`config.mk`:
```
export PLATFORM = sky130hd
export DESIGN_NAME = blem_front
export DESIGN_NICKNAME = d
export VERILOG_FILES = /design/src/rtl/blem_pkg.sv /design/src/rtl/blem_front.sv
export VERILOG_INCLUDE_DIRS = /design/src /design/src/rtl
export SDC_FILE = /design/constraint.sdc
export NUM_CORES = 1
export LEC_CHECK = 0
export BUFFER_PORTS_ARGS = -buffer_cell sky130_fd_sc_hd__buf_2
export CAP_MARGIN = 40
export CORE_ASPECT_RATIO = 0.5
export CORE_MARGIN = 2
export CORE_UTILIZATION = 56
export DETAILED_ROUTE_END_ITERATION = 6
export PLACE_DENSITY = 0.9
export SYNTH_ARGS = -nofsm -noshare
export SYNTH_HDL_FRONTEND = slang
export SYNTH_SLANG_ARGS = --single-unit
export TNS_END_PERCENT = 5
```
`constraint.sdc`:
```
create_clock -name i_clk -period 8.41 [get_ports i_clk]
set_input_delay 1.682 -clock i_clk [delete_from_list [all_inputs] [get_ports i_clk]]
set_output_delay 1.682 -clock i_clk [all_outputs]
set_load 0.01 [all_outputs]
```
`src/rtl/bottleneck_link_emulator_defines.svh`:
```
// Assertion macros shared by the link emulator RTL.
`ifndef BOTTLENECK_LINK_EMULATOR_DEFINES_SVH
`define BOTTLENECK_LINK_EMULATOR_DEFINES_SVH

`ifndef SYNTHESIS

`define BLEM_ASSERT_IMP(lbl, ante, cons, msg) \
    lbl: assert property (@(posedge i_clk) disable iff (!i_rst_n) (ante) |-> (cons)) \
        else $error(msg);

`define BLEM_ASSERT_NXT(lbl, ante, cons, msg) \
    lbl: assert property (@(posedge i_clk) disable iff (!i_rst_n) (ante) |=> (cons)) \
        else $error(msg);

`else

`define BLEM_ASSERT_IMP(lbl, ante, cons, msg)

`define BLEM_ASSERT_NXT(lbl, ante, cons, msg)

`endif

`endif

```
`src/rtl/blem_pkg.sv`:
```
// Types, codes and constants of the bottleneck link emulator.
package blem_pkg;

    localparam int ADDR_W     = 48;
    localparam int TICK_W     = 16;
    localparam int ACKS_W     = 16;
    localparam int OCC_W      = 15;
    localparam int QSIZE_W    = 11;
    localparam int CFG_IDX_W  = 2;
    localparam int CFG_DATA_W = 16;

    localparam int QUEUE_DEPTH_DEF        = 1024;
    localparam int SAMPLES_PER_REPORT_DEF = 20;

    localparam logic [TICK_W-1:0] SERVICE_TICKS_RST = 16'd100;
    localparam logic [TICK_W-1:0] RTT_TICKS_RST     = 16'd10;
    localparam int                QSIZE_RST         = 1024;
    localparam logic [TICK_W-1:0] SAMPLE_TICKS_RST  = 16'd100;

    localparam logic [ACKS_W-1:0] ACKS_MAX = '1;
    localparam logic [OCC_W-1:0]  OCC_MAX  = '1;

    // command queue between front and back, power of two
    localparam int CMDQ_DEPTH = 2;
    localparam int CMDQ_AW    = $clog2(CMDQ_DEPTH);

    typedef enum logic [CFG_IDX_W-1:0] {
        CFG_SERVICE = 2'd0,
        CFG_RTT     = 2'd1,
        CFG_QSIZE   = 2'd2,
        CFG_SAMPLE  = 2'd3
    } t_cfg_idx;

    typedef enum logic [1:0] {
        KIND_ACCEPT = 2'd0,
        KIND_ACK    = 2'd1,
        KIND_NACK   = 2'd2,
        KIND_REPORT = 2'd3
    } t_kind;

    typedef enum logic [1:0] {
        CMD_DATA    = 2'd0,
        CMD_CONNECT = 2'd1,
        CMD_TICK    = 2'd2
    } t_cmd_kind;

    typedef enum logic [1:0] {
        ST_IDLE   = 2'd0,
        ST_LOAD   = 2'd1,
        ST_REPORT = 2'd2
    } t_state;

    typedef struct packed {
        logic              operation;
        logic              is_connect;
        logic [ADDR_W-1:0] src_addr;
    } t_in_item;

    typedef struct packed {
        t_kind             kind;
        logic [ADDR_W-1:0] dest_addr;
        logic [ACKS_W-1:0] ack_total;
        logic [OCC_W-1:0]  occupancy_sum;
        logic              last;
    } t_out_item;

    typedef struct packed {
        t_cmd_kind         kind;
        logic [ADDR_W-1:0] addr;
    } t_cmd;

endpackage

```
`src/rtl/blem_front.sv`:
```
// Front end: takes input transfers, classifies them and queues the commands.
`include "bottleneck_link_emulator_defines.svh"

module blem_front import blem_pkg::*; (
    input  logic     i_clk,
    input  logic     i_rst_n,
    input  logic     i_start,
    input  t_in_item i_in,
    output logic     o_busy,
    output logic     o_cmd_valid,
    output t_cmd     o_cmd,
    input  logic     i_pop
);

    t_cmd               r_q [CMDQ_DEPTH];
    logic [CMDQ_AW-1:0] r_wr, n_wr;
    logic [CMDQ_AW-1:0] r_rd, n_rd;
    logic [CMDQ_AW:0]   r_cnt, n_cnt;
    logic               w_push;
    t_cmd               w_cmd;

    always_comb begin
        w_cmd.addr = i_in.src_addr;
        if (i_in.operation) begin
            w_cmd.kind = CMD_TICK;
        end else if (i_in.is_connect) begin
            w_cmd.kind = CMD_CONNECT;
        end else begin
            w_cmd.kind = CMD_DATA;
        end
    end

    assign o_busy      = (r_cnt == (CMDQ_AW+1)'(CMDQ_DEPTH));
    assign w_push      = i_start && !o_busy;
    assign o_cmd_valid = (r_cnt != '0);
    assign o_cmd       = r_q[r_rd];

    always_comb begin
        n_wr  = w_push ? r_wr + CMDQ_AW'(1) : r_wr;
        n_rd  = i_pop ? r_rd + CMDQ_AW'(1) : r_rd;
        n_cnt = r_cnt + (CMDQ_AW+1)'(w_push) - (CMDQ_AW+1)'(i_pop);
    end

    always_ff @(posedge i_clk) begin
        if (!i_rst_n) begin
            r_wr  <= '0;
            r_rd  <= '0;
            r_cnt <= '0;
        end else begin
            r_wr  <= n_wr;
            r_rd  <= n_rd;
            r_cnt <= n_cnt;
        end
    end

    always_ff @(posedge i_clk) begin
        if (w_push) begin
            r_q[r_wr] <= w_cmd;
        end
    end

    `BLEM_ASSERT_IMP(a_no_pop_empty, i_pop, r_cnt != '0, "pop from empty command queue")

endmodule

```
-- Yosys cells after proc, flatten, opt, wreduce, memory -nomap -nowiden
Memory sizes are Yosys's and may differ from the RTL's. A register that Yosys moved wholly into a read port is not among the register bits.
Index checks and enable logic that the tools add are counted.
- flip-flop bits (word level): 4
- bits in writable memories: 100
- output and inout bits: 52
- word-level logic and storage cells: 18
- memories kept: 1
- memories (memory ; words ; width ; read ports ; clocked after Yosys merged registers in ; write ports ; line ; text):
    r_q ; 2 ; 50 ; 1 ; 1 ; 1 ; blem_front.sv:15 ; t_cmd r_q [CMDQ_DEPTH];
- $add $sub $neg: 4
- equality and inequality tests: 1
- mux-type cells: 6
- reductions and logical operators: 3
- operators with widths (operator ; number):
    1-bit two-way mux ; 5
    1-bit adder (second input constant) ; 2
    2-bit by 1-bit adder with 2-bit output ; 1
    2-bit == test (second input constant) ; 1
    2-bit two-way mux ; 1
    2-bit nonzero test ; 1
    2-bit by 1-bit subtractor with 2-bit output ; 1
    1-bit logical AND ; 1
    1-bit logical NOT ; 1

-- Logic depth before layout (Yosys ltp)
Gate-level depths: netlist (run 1).
- depth in word-level cells: 5
- mapped depth: 8
- mapped depth without buffers: 8

-- Worst setup path before layout (run 1)
OpenSTA, ideal clock, no wires.
- path kind: input to register
- from: input port i_start
- to: memory r_q[0][0] (netlist bit), enable pin
- data arrival time: 3.873 ns
- data required time: 7.952 ns
- slack: 4.079 ns
- stages on the path: 2
- cells stage by stage: nand2_1 nor2_1
- longest elaborated chain between the ends: 3
- RTL lines (element ; line ; text):
    from (decl) ; blem_front.sv:7 ; input logic i_start,
    1-bit logical AND ; blem_front.sv:34 ; assign w_push = i_start && !o_busy;
    1-bit two-way mux ; blem_front.sv:57 ; if (w_push) begin
    1-bit two-way mux (implied by the code) ; blem_front.sv:58 ; r_q[r_wr] <= w_cmd;
    to (decl) ; blem_front.sv:15 ;
No other way between the ends.

==> results of run 1 <==
report_power, final:
| group | switching, mW | internal (mW) | total, mW |
|---|---|---|---|
| logic | 0.0948 | 0.102 | 0.197 |
| clock network | 0.163 | 0.238 | 0.401 |
| registers | 0.0191 | 0.637 | 0.656 |
worst max-delay path: stages (launching register included):
cell and delay [ns]:
dfxtp_4 0.53, buf_16 0.30, mux2_4 0.33, buf_2 0.14
cell usage after synthesis:
cell	instances	area, µm²
edfxtp_1	100	3003
mux2_4	50	750.7
buf_12	5	100.1
dfxtp_1	5	100.1
nor2_1	4	15.01
inv_1	3	11.26
and2_1	2	12.51
ha_1	2	25.02
nand2_1	2	7.510
nand2b_1	2	12.51
and3_1	1	6.260
buf_6	1	11.26
mux2i_1	1	10.01
nor2b_1	1	6.260
nor3_1	1	5.000
or2_2	1	6.260
xnor2_1	1	8.760
xor2_1	1	8.760
path summary, 6_finish.rpt:
| kind | slack (ns) | to | depth (start not counted) |
|---|---|---|---|
| worst max-delay path | 5.08 | o_cmd[34] | 3 |
| worst min-delay path | 0.51 | flop | 2 |
| worst max register to register | 6.41 | r_q[0][43] | 4 |
| worst min register to register | 0.51 | flop | 2 |
per-layer routing:
| layer | vias up | wire, µm | global-route usage |
|---|---|---|---|
| met5 | - | 0 | 0 |
| met2 | 48 | 3225 | 0.2826 |
| met3 | 7 | 279 | 0.04707 |
| li1 | 938 | - | - |
| met1 | 946 | 2498 | 0.1823 |
| met4 | 0 | 48 | 0.04444 |
metrics by stage:
stage	util	worst slack (ns)	area [µm²]
after global routing	0.7254	4.999	4994
after CTS	0.7254	5.049	4994
after floorplan	-	4.079	4100
after detailed placement	0.6823	5.116	4697
final	0.7254	5.079	4994
after global placement	0.6754	5.179	4649
cell type report:
type	count	share of cell area
Clock buffer	11	0.04861
Clock inverter	5	0.01077
Inverter	3	0.002255
Multi-Input combinational cell	69	0.1769
Sequential cell	105	0.6221
Tap cell	92	0.02305
Timing Repair Buffer	108	0.1163
state kept, by name, indices dropped and copies added (netlist names), named ones only:
register / count
r_q: 100
r_cnt: 2
r_rd: 1
r_wr: 1
logic make-up after synthesis:
kind of cell | after synthesis | synth area share
buf+inv | 9 | 0.02991
fa+ha+maj | 2 | 0.006102
flops | 105 | 0.7568
xor+xnor | 2 | 0.004273
mux | 51 | 0.1855
simple gates | 14 | 0.01739
==> qor.yml, run 1 <==
drt:
  drtPass1Iterations: 4
  ant_nets: 0
  drc: 0
  routed_wl_mm: 6.052
  wl_per_cell_um: 15.40
  initialDrtViolationCount: 112
  vias: 1939
  via_per_inst: 4.934
synth:
  syn_area_per_cell_um2: 22.41
  synthCells: 183
  synthDistinctLibCells: 18
  synthesis.nets: 239
  synth-seq-cells: 105
  synth-seq-area-share: 0.7568
  yosys_warnings: 0
  syn_area_um2: 4100
global_routing:
  grt_max_degree: 37
  grt_pass1_wl_mm: 9.597
  grt_antenna_before_repair: 0
  grt-ovfl-total: 0
  grt_pass1_vias: 2032
  grt_util_all_layers: 0.1554
power:
  power_mw: 1.254
  p_per_area_nw_per_um2: 251.2
  leakage_nw: 2.025
  peakVddDrop_uv: 193.2
worst_setup_path:
  path_class: "flop to primary output"
  start_kind: "flop"
  worstPathRequired_ns: 6.73
  crit_arrival_ns: 1.65
  crit_fanout: 36
  rr_startpoint: "r_cnt[0]"
  crit_path_end_kind: "primary output"
clock_tree:
  cts_resized: 0
  cts_setup_buffers: 0
  cts-root-buf: "clkbuf_16"
  cts_made_buffers: 9
  worstSkewPairLatency_ns: 0.32
  ctsHtreeMaxLevel: 3
  clk_pin_slew_ns: 0.06
  cts_tree: "yes"
  hold_buffers: 0
  cts_buffer_depth: 2
  clkSinkCount: 105
floorplan:
  coreArea_um2: 6884
  initial_core_util: 0.5956
  die-width_um: 125.0
  ioPinCount: 106
  row_count: 21
  die-area_um2: 8064
  die_h_um: 64.51
timing:
  hold_ws_ns: 0.5147
  slew_headroom: 0.5650
  tightestPinTransition_ns: 0.6510
  fin_skew_ns: 0.003729
  period_share: 0.3960
  final.setup.tns_ns: 0
  hold_viol_final: 0
  drv_slew: 0
  fmax_ghz: 0.3002
  rsz0062_at_grt: "no"
  setup_viol: 0
  fin_crit_ns: 3.331
final_layout:
  final_layout_size_suffix_gt1_frac: 0.5880
  layout_common_cells: "105 x buf_2, 100 x edfxtp_1, 50 x mux2_4"
  finalNonFillerCells: 393
  areaGrowthSynthToFinish_pct: 21.79
  seq_area_um2: 3107
  layout.nets: 352
  fillers: 434
  final_common_cell: "buf_2"
  antennaDiodeCount: 0
  multi_input_area_um2: 883.3
min_path:
  hp-class: "flop to flop"
  hp-start: "r_rd"
placed_design:
  place.detailed.instances: 377
  port_buffers: 105
  hpwl_mm: 4.283
  gp_congestion: 0.7232
run_status:
  status: "finished clean"
job:
  max-cap-violations: 0
(Power assumes the default switching activity.)
==> run 2: changes to the inputs <==
- CORE_UTILIZATION: 56 -> 52
- PLACE_DENSITY: 0.9 -> 0.85
- clock period: 8.41 -> 3.1 ns (I/O delays scaled with it)
==> qor.yml, run 2 (synthesized netlist as in run 1, its figures left out) <==
run_status:
  status: "finished clean"
worst_setup_path:
  max_stage_delay_ns: 0.60
  endpoint: "o_cmd[15]"
  crit_fanout: 30
  crit_arrival_ns: 1.74
  rr_startpoint: "r_cnt[0]"
  r2r_cells: 4
  r2r-end: "r_q[0][36]"
  cpMaxStageDelayCell: "dfxtp_4"
  timing.reg2reg.setup_slack_ns: 1.19
  crit_path_end_kind: "primary output"
  start_kind: "flop"
  worstPathRequired_ns: 2.48
  path_cells: "buf_12 -> mux2_4 -> buf_2"
  path_class: "flop to primary output"
drt:
  ant_nets: 0
  via_per_inst: 4.792
  routed_wl_mm: 6.781
  drtPass1Iterations: 4
  wl_per_cell_um: 16.58
  vias: 1960
  drc: 0
  initialDrtViolationCount: 141
final_layout:
  final_common_cell: "buf_2"
  finalNonFillerCells: 409
  regMostFlops: "r_q"
  layout.nets: 352
  final_cell_area_um2: 4986
  final_layout_size_suffix_gt1_frac: 0.5880
  antennaDiodeCount: 0
  finalCoreUtilization: 0.6659
  largest_reg_flops: 100
  areaGrowthSynthToFinish_pct: 21.61
  layout_common_cells: "105 x buf_2, 100 x edfxtp_1, 50 x mux2_4"
  reg_top3: "r_q (100), r_cnt (2)"
  fillers: 547
timing:
  slew_headroom: 0.4451
  setup_viol: 0
  final.setup.tns_ns: 0
  drv_slew: 0
  tightestPinTransition_ns: 0.8304
  hold_viol_final: 0
  hold_ws_ns: 0.4678
  finalWorstSetupSlack_ns: 0.7394
  period_share: 0.7615
  rsz0062_at_grt: "no"
  fin_crit_ns: 2.361
  fin_skew_ns: 0.006175
  fmax_ghz: 0.4236
power:
  sequentialPowerShare: 0.537
  switchingPower_uw: 776.6
  netSwitchingFraction: 0.2335
  power_mw: 3.326
  leakage_nw: 2.004
  power_frac_clock: 0.300
  internal-power_mw: 2.549
  p_comb_frac: 0.163
  p_per_area_nw_per_um2: 667.0
  peakVddDrop_uv: 361.3
placed_design:
  place.detailed.instances: 393
  pre_cts_slack_ns: 0.9597
  gp_congestion: 0.6828
  port_buffers: 105
  hpwl_mm: 4.840
  dpl_cell_area_um2: 4722
floorplan:
  ioPinCount: 106
  die-width_um: 129.6
  die_h_um: 66.79
  initial_core_util: 0.5476
  row_count: 22
  die-area_um2: 8655
  coreArea_um2: 7487
clock_tree:
  cts_tree: "yes"
  cts_buffer_depth: 2
  hold_buffers: 0
  clkSinkCount: 105
  worstSkewPairLatency_ns: 0.34
  ctsHtreeMaxLevel: 3
  cts_resized: 0
  clk_pin_slew_ns: 0.06
  cts-root-buf: "clkbuf_16"
  cts_made_buffers: 9
  cts_setup_buffers: 0
global_routing:
  grt-ovfl-total: 0
  grt_pass1_vias: 2049
  grt_antenna_before_repair: 0
  grt_pass1_wl_mm: 9.970
  grt_max_degree: 31
  grt_util_all_layers: 0.1647
min_path:
  whs_path_depth: 1
  hp-class: "input port to flop"
job:
  max-cap-violations: 0
## run 2: cell types whose count changed in the layout (fill, tap and decap cells not counted), sizes merged
cell,delta
bufinv,-1
clkinv,+1
inv,-1
clkinvlp,+2
clkbuf,-1
## run 2: how the worst min path moves through the flow
stage,start,end
3_3_place_gp,r_cnt[1],r_cnt[1]
5_1_grt,i_in[4],r_q[0][4]
4_1_cts,i_in[20],r_q[0][20]
2_1_floorplan,r_wr,r_wr
6_report,i_in[21],r_q[0][21]
3_5_place_dp,r_wr,r_wr
## run 2: power by group through the flow
| stage | sequential (mW) | clock [mW] | combinational (mW) |
|---|---|---|---|
| final | 1.79 | 0.998 | 0.542 |
| after CTS | 1.79 | 1.02 | 0.552 |
| after global routing | 1.80 | 1.09 | 0.584 |
| after floorplan | 1.79 | 0 | 0.377 |
| after global placement | 1.82 | 0 | 0.508 |
| after detailed placement | 1.82 | 0 | 0.552 |
## run 2: area by class of cell
type,count,area (µm²),share of cell area
Multi-Input combinational cell,69,883.3,0.1772
Timing Repair Buffer,108,585.6,0.1174
Tap cell,108,135.1,0.02710
Clock buffer,10,229.0,0.04592
Inverter,3,11.26,0.002258
Clock inverter,6,35.03,0.007026
Sequential cell,105,3107,0.6231
## run 2: worst max-delay path, delay by kind of cell, from the launching register on
kind / cells / cell delay [ns]
flip-flops: 1 / 0.60
buffers and inverters: 2 / 0.44
multiplexers: 1 / 0.33
## run 2: routing by layer
layer,vias up,share of wire,track usage
met4,0,0.015,0.06855
met5,-,0,0
met1,973,0.39,0.1725
met2,47,0.55,0.3017
li1,933,-,-
met3,7,0.045,0.06265
==> run 3: changes to the inputs <==
- CORE_UTILIZATION: 52 -> 47
- PLACE_DENSITY: 0.85 -> 0.81
- clock period: 3.1 -> 2.1 ns (I/O delays scaled with it)
==> qor.yml, run 3 (synthesized netlist as in run 1, its figures left out) <==
clock_tree:
  ctsHtreeMaxLevel: 3
  cts_tree: "yes"
  cts_resized: 0
  cts-root-buf: "clkbuf_16"
  clk_pin_slew_ns: 0.07
  cts_buffer_depth: 2
  cts_made_buffers: 9
  clkSinkCount: 105
  cts_setup_buffers: 0
  hold_buffers: 0
  worstSkewPairLatency_ns: 0.34
placed_design:
  port_buffers: 105
  gp_congestion: 0.7824
  pre_cts_slack_ns: 0.3777
  hpwl_mm: 4.634
  dpl_cell_area_um2: 4761
timing:
  tightestPinTransition_ns: 0.3556
  fin_skew_ns: 0.006602
  fmax_ghz: 0.5304
  setup_viol: 0
  hold_viol_final: 0
  period_share: 0.8977
  drv_slew: 0
  finalWorstSetupSlack_ns: 0.2148
  slew_headroom: 0.7629
  fin_crit_ns: 1.885
  rsz0062_at_grt: "no"
power:
  peakVddDrop_uv: 541.4
  p_per_area_nw_per_um2: 996.7
  leakage_nw: 2.026
final_layout:
  fillers: 670
  final_layout_size_suffix_gt1_frac: 0.5875
  reg_top3: "r_q (100), r_cnt (2)"
  largest_reg_flops: 100
  antennaDiodeCount: 0
  final_common_cell: "buf_2"
  final_cell_area_um2: 5049
  areaGrowthSynthToFinish_pct: 23.13
  multi_input_area_um2: 883.3
  seq_area_um2: 3107
  layout.nets: 354
  regMostFlops: "r_q"
  layout_common_cells: "105 x buf_2, 100 x edfxtp_1, 50 x mux2_4"
global_routing:
  grt_util_all_layers: 0.1484
  grt-ovfl-total: 0
  grt_antenna_before_repair: 0
  grt_max_degree: 39
  grt_pass1_wl_mm: 10.34
  grt_pass1_vias: 2161
floorplan:
  row_count: 24
  coreArea_um2: 8588
  ioPinCount: 106
  initial_core_util: 0.4774
  die_h_um: 70.05
  die-width_um: 136.1
  die-area_um2: 9532
worst_setup_path:
  crit_fanout: 23
  path_class: "flop to primary output"
  start_kind: "flop"
  crit_buf_inv: 2
  critical-path-top-delay-family: "flip-flops"
  cpMaxStageDelayCell: "dfxtp_4"
  path_cells: "buf_12 -> mux2_4 -> buf_2"
  worstPathRequired_ns: 1.68
  max_stage_delay_ns: 0.42
  crit_path_end_kind: "primary output"
  crit_arrival_ns: 1.47
drt:
  wl_per_cell_um: 15.81
  initialDrtViolationCount: 61
  ant_nets: 0
  drc: 0
  routed_wl_mm: 6.639
  via_per_inst: 4.667
  drtPass1Iterations: 4
  vias: 1960
job:
  max-cap-violations: 0
min_path:
  hp-class: "input port to flop"
run_status:
  status: "finished clean"
[run 3: cell count changes in the layout (fill, tap and decap cells not counted)]
cell	previous run	this run
buf_4	0	1
buf_12	3	4
bufinv_16	0	1
clkinv_1	0	1
clkinv_2	4	2
[run 3: cell type report]
class	count	share of cell area
Sequential cell	105	0.6154
Multi-Input combinational cell	69	0.1750
Timing Repair Buffer	110	0.1214
Clock buffer	10	0.04535
Tap cell	117	0.02900
Clock inverter	6	0.01165
Inverter	3	0.002230
[run 3: report_power, final]
| group | internal, mW | switching [mW] | total, mW |
|---|---|---|---|
| sequential | 2.55 | 0.0704 | 2.62 |
| clock | 0.915 | 0.675 | 1.59 |
| combinational | 0.429 | 0.393 | 0.822 |
[run 3: layer usage]
metal  vias to the layer above  global-route usage  wire, µm  part of all wire
met3                        12             0.05084       266             0.040
li1                        940                   -         -                 -
met5                         -                   0         0                 0
met1                       969              0.1405      2336              0.35
met2                        39              0.2881      3923              0.59
met4                         0             0.06366       112             0.017
[run 3: through the flow]
stage / utilization / instances / power, mW / hold WS [ns] / setup TNS, ns
floorplan: - / 183 / 3.201 / 0.4799 / -0.5690
global placement: 0.5543 / 404 / 3.460 / 0.4993 / 0
detailed placement: 0.5543 / 404 / 3.506 / 0.5033 / 0
CTS: 0.5879 / 420 / 5.102 / 0.2488 / 0
global route: 0.5879 / 420 / 5.249 / 0.2510 / 0
finish: 0.5879 / 420 / 5.032 / 0.2668 / 0
[run 3: worst paths after layout]
path | start | endpoint | slack (ns) | depth (start not counted)
min | i_in[25] | r_q[0][25] | 0.27 | 1
max reg2reg | r_cnt[0] | r_cnt[1] | 0.38 | 8
max | flop | o_cmd[19] | 0.21 | 3
min reg2reg | r_rd | r_rd | 0.51 | 2
